==> src/pcm_float_sample_converter_unit_defines.svh <==
// Assertion macros for the PCM/float sample converter.
// Included by modules that carry concurrent assertions; no dependencies.
`ifndef PCM_FLOAT_SAMPLE_CONVERTER_UNIT_DEFINES_SVH
`define PCM_FLOAT_SAMPLE_CONVERTER_UNIT_DEFINES_SVH

// Implication checked at every rising clock edge outside reset.
`define PFSC_ASSERT(lbl, clk, rst_n, prop, msg) \
    lbl: assert property (@(posedge clk) disable iff (!rst_n) prop) else $error(msg);

// Check that holds at every rising clock edge, reset included.
`define PFSC_ASSERT_ALWAYS(lbl, clk, prop, msg) \
    lbl: assert property (@(posedge clk) prop) else $error(msg);

`endif

==> src/pfsc_pkg.sv <==
// Package for the PCM/float sample converter: format and kind codes,
// scale constants and the leading-zero count. No dependencies.
package pfsc_pkg;

    typedef enum logic [1:0] {
        FMT_S16 = 2'd0,
        FMT_S24 = 2'd1,
        FMT_S32 = 2'd2,
        FMT_RSV = 2'd3
    } t_fmt;

    typedef enum logic {
        KIND_PCM2FLT = 1'b0,
        KIND_FLT2PCM = 1'b1
    } t_kind;

    localparam int unsigned PW = 56;

    localparam logic [31:0] SCALE_S16 = 32'd32767;
    localparam logic [31:0] SCALE_S24 = 32'd8388607;
    localparam logic [31:0] SCALE_S32 = 32'h8000_0000;
    localparam logic [31:0] MAX_S16   = 32'h0000_7FFF;
    localparam logic [31:0] MAX_S24   = 32'h007F_FFFF;
    localparam logic [31:0] MAX_S32   = 32'h7FFF_FFFF;
    localparam logic [31:0] MASK_S16  = 32'h0000_FFFF;
    localparam logic [31:0] MASK_S24  = 32'h00FF_FFFF;
    localparam logic [31:0] MASK_S32  = 32'hFFFF_FFFF;
    localparam logic [23:0] HIDDEN    = 24'h80_0000;

    function automatic logic [5:0] lzc56(input logic [PW-1:0] v);
        logic [5:0] n;
        logic       found;
        n     = 6'd56;
        found = 1'b0;
        for (int i = PW - 1; i >= 0; i--) begin
            if (!found && v[i]) begin
                n     = 6'(PW - 1 - i);
                found = 1'b1;
            end
        end
        return n;
    endfunction

endpackage

==> src/pcm_float_sample_converter_unit.sv <==
// Top level of the PCM/float sample converter, a four-stage pipeline.
// Depends on pfsc_pkg and pcm_float_sample_converter_unit_defines.svh.
//
// Channel   Direction  Content
// s_axis    in         tdata sample_in, tuser kind, tlast end_of_block
// m_axis    out        tdata sample_out, tlast block_last
// i_cfg_*   in         sample_format, written with i_cfg_wr_en
//
// One beat enters per cycle unless stalled; results pass registers r1 to r4.
// Stages are multiply, normalize, round to 24 bits, then pack or shift and saturate.
// The whole pipeline advances unless the output register holds a beat that is not taken.
// Synchronous active-low reset clears the valid bits and the format register.
`include "pcm_float_sample_converter_unit_defines.svh"

module pcm_float_sample_converter_unit
    import pfsc_pkg::*;
(
    input  logic        i_clk,
    input  logic        i_rst_n,
    input  logic        i_cfg_wr_en,
    input  logic [1:0]  i_cfg_wr_data,
    input  logic        s_axis_tvalid,
    output logic        s_axis_tready,
    input  logic [31:0] s_axis_tdata,   // [31:0] sample_in
    input  logic        s_axis_tuser,   // [0] kind
    input  logic        s_axis_tlast,
    output logic        m_axis_tvalid,
    input  logic        m_axis_tready,
    output logic [31:0] m_axis_tdata,   // [31:0] sample_out
    output logic        m_axis_tlast
);

    logic        r_fmt_valid;
    t_fmt        r_fmt;
    logic        adv;

    logic        r1_v, r1_kind, r1_last, r1_neg, r1_force;
    t_fmt        r1_fmt;
    logic [PW-1:0] r1_val;
    logic signed [9:0] r1_exp;

    logic        r2_v, r2_kind, r2_last, r2_neg, r2_force;
    t_fmt        r2_fmt;
    logic [PW-1:0] r2_norm;
    logic signed [9:0] r2_exp;

    logic        r3_v, r3_kind, r3_last, r3_neg, r3_force;
    t_fmt        r3_fmt;
    logic [24:0] r3_p;
    logic signed [9:0] r3_exp;

    logic        r4_v, r4_kind, r4_last;
    t_fmt        r4_fmt;
    logic [31:0] r4_data;

    t_fmt        n1_fmt;
    logic        n1_neg, n1_force;
    logic [PW-1:0] n1_val;
    logic signed [9:0] n1_exp;
    logic [31:0] mag, scale, maxpos, mask;
    logic [7:0]  fe;
    logic [22:0] ff;
    logic [23:0] fm;

    logic [5:0]  lz;
    logic        rnd;

    logic [31:0] n4_data;
    logic [7:0]  bexp;
    logic [33:0] r_int;
    logic [49:0] wide;
    logic [24:0] q;
    logic [4:0]  rsh;

    assign adv           = !(r4_v && !m_axis_tready);
    assign s_axis_tready = adv;
    assign m_axis_tvalid = r4_v;
    assign m_axis_tdata  = r4_data;
    assign m_axis_tlast  = r4_last;

    always_ff @(posedge i_clk) begin
        if (!i_rst_n) begin
            r_fmt_valid <= 1'b0;
            r_fmt       <= FMT_S16;
        end else if (i_cfg_wr_en) begin
            r_fmt_valid <= 1'b1;
            r_fmt       <= t_fmt'(i_cfg_wr_data);
        end
    end

    // Stage 1: sign and magnitude, or clamp decode and scale multiply.
    always_comb begin
        n1_fmt   = (r_fmt == FMT_RSV) ? FMT_S32 : r_fmt;
        fe       = s_axis_tdata[30:23];
        ff       = s_axis_tdata[22:0];
        fm       = (fe == 8'd0) ? {1'b0, ff} : (HIDDEN | {1'b0, ff});
        n1_force = 1'b0;
        mag      = '0;
        unique case (n1_fmt)
            FMT_S16: scale = SCALE_S16;
            FMT_S24: scale = SCALE_S24;
            default: scale = SCALE_S32;
        endcase
        if (s_axis_tuser == KIND_PCM2FLT) begin
            unique case (n1_fmt)
                FMT_S16: begin
                    n1_neg = s_axis_tdata[15];
                    mag    = {16'd0, n1_neg ? 16'(-s_axis_tdata[15:0]) : s_axis_tdata[15:0]};
                    n1_exp = 10'sd143;
                end
                FMT_S24: begin
                    n1_neg = s_axis_tdata[23];
                    mag    = {8'd0, n1_neg ? 24'(-s_axis_tdata[23:0]) : s_axis_tdata[23:0]};
                    n1_exp = 10'sd135;
                end
                default: begin
                    n1_neg = s_axis_tdata[31];
                    mag    = n1_neg ? (-s_axis_tdata) : s_axis_tdata;
                    n1_exp = 10'sd127;
                end
            endcase
            n1_val = {mag, 24'd0};
        end else begin
            n1_neg   = s_axis_tdata[31];
            n1_val   = PW'(fm) * PW'(scale);
            n1_exp   = (fe == 8'd0) ? -10'sd117 : ($signed({2'b00, fe}) - 10'sd118);
            if (fe == 8'hFF && ff != 23'd0) begin
                n1_neg   = 1'b0;
                n1_force = 1'b1;
            end else if (fe >= 8'd127) begin
                n1_force = 1'b1;
            end
        end
    end

    // Stage 2 and 3: normalize, then round to 24 significant bits.
    always_comb begin
        lz  = lzc56(r1_val);
        rnd = r2_norm[31] && ((|r2_norm[30:0]) || r2_norm[32]);
    end

    // Stage 4: float packing, or integer rounding and saturation.
    always_comb begin
        unique case (r3_fmt)
            FMT_S16: begin maxpos = MAX_S16; mask = MASK_S16; end
            FMT_S24: begin maxpos = MAX_S24; mask = MASK_S24; end
            default: begin maxpos = MAX_S32; mask = MASK_S32; end
        endcase
        bexp  = r3_exp[7:0] + {7'd0, r3_p[24]};
        rsh   = (r3_exp < -10'sd25) ? 5'd25 : 5'(-r3_exp);
        wide  = {r3_p, 25'd0} >> rsh;
        q     = wide[49:25];
        r_int = '0;
        if (r3_force) begin
            unique case (r3_fmt)
                FMT_S16: r_int = {2'b00, SCALE_S16};
                FMT_S24: r_int = {2'b00, SCALE_S24};
                default: r_int = {2'b00, SCALE_S32};
            endcase
        end else if (r3_exp >= 10'sd0) begin
            r_int = {9'd0, r3_p} << r3_exp[3:0];
        end else if (r3_exp >= -10'sd25) begin
            r_int = {9'd0, q + {24'd0, wide[24] && ((|wide[23:0]) || q[0])}};
        end
        if (r3_kind == KIND_PCM2FLT) begin
            if (r3_p == 25'd0) begin
                n4_data = 32'd0;
            end else begin
                n4_data = {r3_neg, bexp, r3_p[24] ? 23'd0 : r3_p[22:0]};
            end
        end else if (r3_neg) begin
            n4_data = (-r_int[31:0]) & mask;
        end else begin
            n4_data = (r_int > {2'b00, maxpos}) ? maxpos : r_int[31:0];
        end
    end

    always_ff @(posedge i_clk) begin
        if (!i_rst_n) begin
            r1_v <= 1'b0;
            r2_v <= 1'b0;
            r3_v <= 1'b0;
            r4_v <= 1'b0;
        end else if (adv) begin
            r1_v <= s_axis_tvalid;
            r2_v <= r1_v;
            r3_v <= r2_v;
            r4_v <= r3_v;
        end
        if (adv) begin
            r1_kind  <= s_axis_tuser;
            r1_last  <= s_axis_tlast;
            r1_fmt   <= n1_fmt;
            r1_neg   <= n1_neg;
            r1_force <= n1_force;
            r1_val   <= n1_val;
            r1_exp   <= n1_exp;

            r2_kind  <= r1_kind;
            r2_last  <= r1_last;
            r2_fmt   <= r1_fmt;
            r2_neg   <= r1_neg;
            r2_force <= r1_force;
            r2_norm  <= r1_val << lz;
            r2_exp   <= r1_exp - $signed({4'd0, lz});

            r3_kind  <= r2_kind;
            r3_last  <= r2_last;
            r3_fmt   <= r2_fmt;
            r3_neg   <= r2_neg;
            r3_force <= r2_force;
            r3_p     <= {1'b0, r2_norm[55:32]} + {24'd0, rnd};
            r3_exp   <= r2_exp;

            r4_kind  <= r3_kind;
            r4_last  <= r3_last;
            r4_fmt   <= r3_fmt;
            r4_data  <= n4_data;
        end
    end

    `PFSC_ASSERT(a_stall_hold, i_clk, i_rst_n,
        r4_v && !m_axis_tready |=> r4_v && $stable(r4_data), "stalled beat changed")
    `PFSC_ASSERT(a_advance, i_clk, i_rst_n, adv && r3_v |=> r4_v, "beat lost between stages")
    `PFSC_ASSERT(a_s16_width, i_clk, i_rst_n,
        r4_v && r4_kind && r4_fmt == FMT_S16 |-> r4_data[31:16] == 16'd0,
        "16-bit result exceeds its width")
    `PFSC_ASSERT(a_flt_range, i_clk, i_rst_n,
        r4_v && !r4_kind |-> r4_data[30:23] <= 8'd127, "float result above full scale")
    `PFSC_ASSERT_ALWAYS(a_fmt_reset, i_clk,
        !r_fmt_valid |-> r_fmt == FMT_S16 || !$past(i_rst_n), "format not at reset value")

endmodule
==> config.mk <==
export PLATFORM = sky130hd
export DESIGN_NAME = pcm_float_sample_converter_unit
export DESIGN_NICKNAME = d
export VERILOG_FILES = /design/src/pfsc_pkg.sv /design/src/pcm_float_sample_converter_unit.sv
export VERILOG_INCLUDE_DIRS = /design/src /design/src/src
export SDC_FILE = /design/constraint.sdc
export NUM_CORES = 2
export LEC_CHECK = 0
export ABC_AREA = 1
export BUFFER_PORTS_ARGS = -buffer_cell sky130_fd_sc_hd__buf_2
export CORE_UTILIZATION = 40
export CTS_CLUSTER_SIZE = 25
export DETAILED_ROUTE_END_ITERATION = 8
export PLACE_DENSITY = 0.55
export SETUP_SLACK_MARGIN = 0.2
export SLEW_MARGIN = 40
export SYNTH_ARGS = -nofsm -noshare
export SYNTH_HDL_FRONTEND = slang
export SYNTH_SLANG_ARGS = --single-unit
export TNS_END_PERCENT = 30
==> constraint.sdc <==
create_clock -name i_clk -period 13.43 [get_ports i_clk]
set_clock_uncertainty 0.1 [all_clocks]
set_input_delay 2.686 -clock i_clk [delete_from_list [all_inputs] [get_ports i_clk]]
set_output_delay 2.686 -clock i_clk [all_outputs]
set_load 0.01 [all_outputs]
==> impl_metrics.toml <==
[logic_synthesis]
yosys.area.top_type = "edfxtp_1"
synthArstFlopShare_pct = 0
ys_ff_latch = 223
syn_nets = 4629
syn_area_sq_um = 31000
ys_types = 69
ys_seq_area_share_pct = 21.4
ys_top_cells_by_count = "nand2_1, inv_1, nand3_1"
synth_warnings = 0
synth_most_common_cell = "nand2_1"
netlist_top_cells_area = "edfxtp_1, fa_1, nand2_1"
ys.flop_type = "edfxtp_1"
syn_inst = 4075
synth_area_per_cell_sq_um = 7.61
yosysTopAreaCellShare_pct = 21.0
synth_edf_count = 217

[sta]
hold_ws_ns = 0.314
finalMaxSlewViolations = 0
final_hold_viol_count = 0
setup_viol = 0
clock.fmax_mhz = 90.5
finalSetupTns_ns = 0
fin_crit_sh_pct = 82.2
period_needed_ns = 11.04
rsz0062_at_grt = "false"
tightestPinTransition_ns = 0.841
fin_ws_ns = 2.39
max-slew-margin-rel_pct = 43.4

[cells_and_area]
num-fill-cells = 8083
drive_above_1_share_pct = 6.16
fin_nets = 4610
area_delta_synth_final_pct = 6.60
postLayoutCellArea_sq_um = 33000
diodes = 0

[route]
viasPerCell = 5.29
drtIter0Drc = 2083
routed_wl_microns = 93400
ant_nets = 0
dr.pass1.iters = 6
routedWlPerCell_microns = 18.3
drc = 0
vias = 27009

[worst_setup_path]
path_common_cell = "inv_1"
worst_setup_path_end_kind = "flop"
critical_path.max_fanout = 7
slowest_delay_ns = 0.63
cp_slowest_cell = "fa_1"
cp-start-kind = "input pin"
critPathKind = "in -> reg"
cp.arrival_ns = 11.24
required_ns = 13.63

[clock_network]
ctsHtreeMaxLevel = 1
clk_pin_slew_ns = 0.06
clock_path_buffers = 3
cts_tree = "built"
clock-sinks = 223
cts_resized = 0
clk_latency_ns = 0.56
root_buffer = "clkbuf_16"
cts_buffers = 26
hold_buffers = 0
post_cts_buffers = 0

[global_route]
grt_use_total_pct = 23.7
grt_pass1_vias = 26061
antenna_found_initial = 3
grt_max_degree = 62
grt_pass1_wl_microns = 146000
grt_overflow = 0

[placed_design]
hpwl_microns = 76700
place.gp.congestion = 0.918
dpl_cell_area_sq_um = 32200
pre_cts_ws_ns = 1.86
io_buffers = 75

[floorplanning]
io_pins = 76
fp-row-count = 101
start_util_pct = 40.6
dieHeight_microns = 280
fp.dieW_microns = 280
die_area_sq_um = 78600
core_sq_um = 76300

[worst_hold_path]
hold_path_class = "reg -> reg"

[status]
run_status = "finished, final reports clean"

[job]
cap_violations = 0
## placed cells by master (no fill, tap or decap), types with 10 or more instances in the layout
| master | synthesis | final |
|---|---|---|
| nor3_1 | 44 | 44 |
| xnor2_1 | 17 | 17 |
| nor4_1 | 27 | 27 |
| o21a_1 | 25 | 25 |
| xor2_1 | 68 | 68 |
| a21oi_1 | 179 | 179 |
| nor2_1 | 286 | 283 |
| nand3_1 | 464 | 464 |
| clkbuf_16 | 0 | 27 |
| nand2_2 | 9 | 11 |
| nor2_4 | 8 | 10 |
| a31oi_1 | 10 | 10 |
| edfxtp_1 | 217 | 217 |
| o211ai_1 | 32 | 32 |
| nor2_2 | 22 | 23 |
| mux2i_1 | 17 | 17 |
| inv_2 | 15 | 16 |
| buf_2 | 27 | 75 |
| o22ai_1 | 18 | 18 |
| nand4_1 | 84 | 84 |
| ha_1 | 223 | 223 |
| buf_4 | 13 | 28 |
| o21ai_0 | 234 | 234 |
| inv_1 | 668 | 664 |
| fa_1 | 290 | 290 |
| o21ai_1 | 74 | 74 |
| nand2_1 | 771 | 769 |
## cells by family (layout without fill, tap and decap cells)
kind of cell | after synthesis | after routing | share of synthesized area (%)
compound gates | 631 | 631 | 11.5
xor+xnor | 85 | 85 | 2.40
fa+ha+maj | 513 | 513 | 27.7
buf+inv | 841 | 840 | 10.8
flops | 223 | 223 | 21.4
mux | 17 | 17 | 0.549
simple gates | 1765 | 1765 | 25.6
## stage by stage
stage	cells	util, %
2_1_floorplan	4075	-
3_3_place_gp	5056	42.1
3_5_place_dp	5057	42.1
4_1_cts	5103	43.3
5_1_grt	5104	43.3
6_report	5104	43.3
## cell type report
| class | instances | area [sq um] | share of cell area, % |
|---|---|---|---|
| clock buffers | 31 | 691 | 2.09 |
| clock inverters | 15 | 174 | 0.526 |
| inverters | 689 | 2600 | 7.87 |
| multi-input cells | 3011 | 21000 | 63.7 |
| flip-flops and latches | 223 | 6640 | 20.1 |
| well taps | 1030 | 1290 | 3.90 |
| repair buffers | 105 | 617 | 1.87 |
## worst paths after layout
check,startpoint,end,slack (ns),cells after the start
setup / recovery,s_axis_tdata[8],r1_val[53],2.39,42
hold / removal,r1_fmt[0],r2_fmt[0],0.31,0
setup reg to reg,r3_exp[1],m_axis_tdata[10],3.89,43
hold reg to reg,r1_fmt[0],r2_fmt[0],0.31,0
## critical path: cells and delay by family
kind | cells | cell delay, ns
adders and majority gates | 8 | 3.91
and+or+nand+nor | 13 | 1.60
AOI/OAI and AO/OA | 13 | 2.25
buffers and inverters | 8 | 0.80
## flip-flops by register name (all words and copies together) (netlist names), 2 cells and up
name and count:
m_axis_tdata 32, r2_norm 56, r3_p 25, r3_exp 10
r1_exp 9, r2_exp 10, r2_fmt 2, r1_val 56
r_fmt 2, r1_fmt 2, r3_fmt 2
## per-layer routing
| metal | share of wire (%) | GRT usage, % | wire length, microns |
|---|---|---|---|
| met1 | 45 | 31.8 | 41700 |
| met2 | 47 | 39.8 | 44300 |
| met3 | 4.0 | 2.08 | 3730 |
| met4 | 3.9 | 8.69 | 3600 |
| met5 | 0.044 | 0 | 41 |
Power is left out: the tool's default activity adds up to more than one toggle a clock period on the data nets, which glitch-free logic cannot reach.
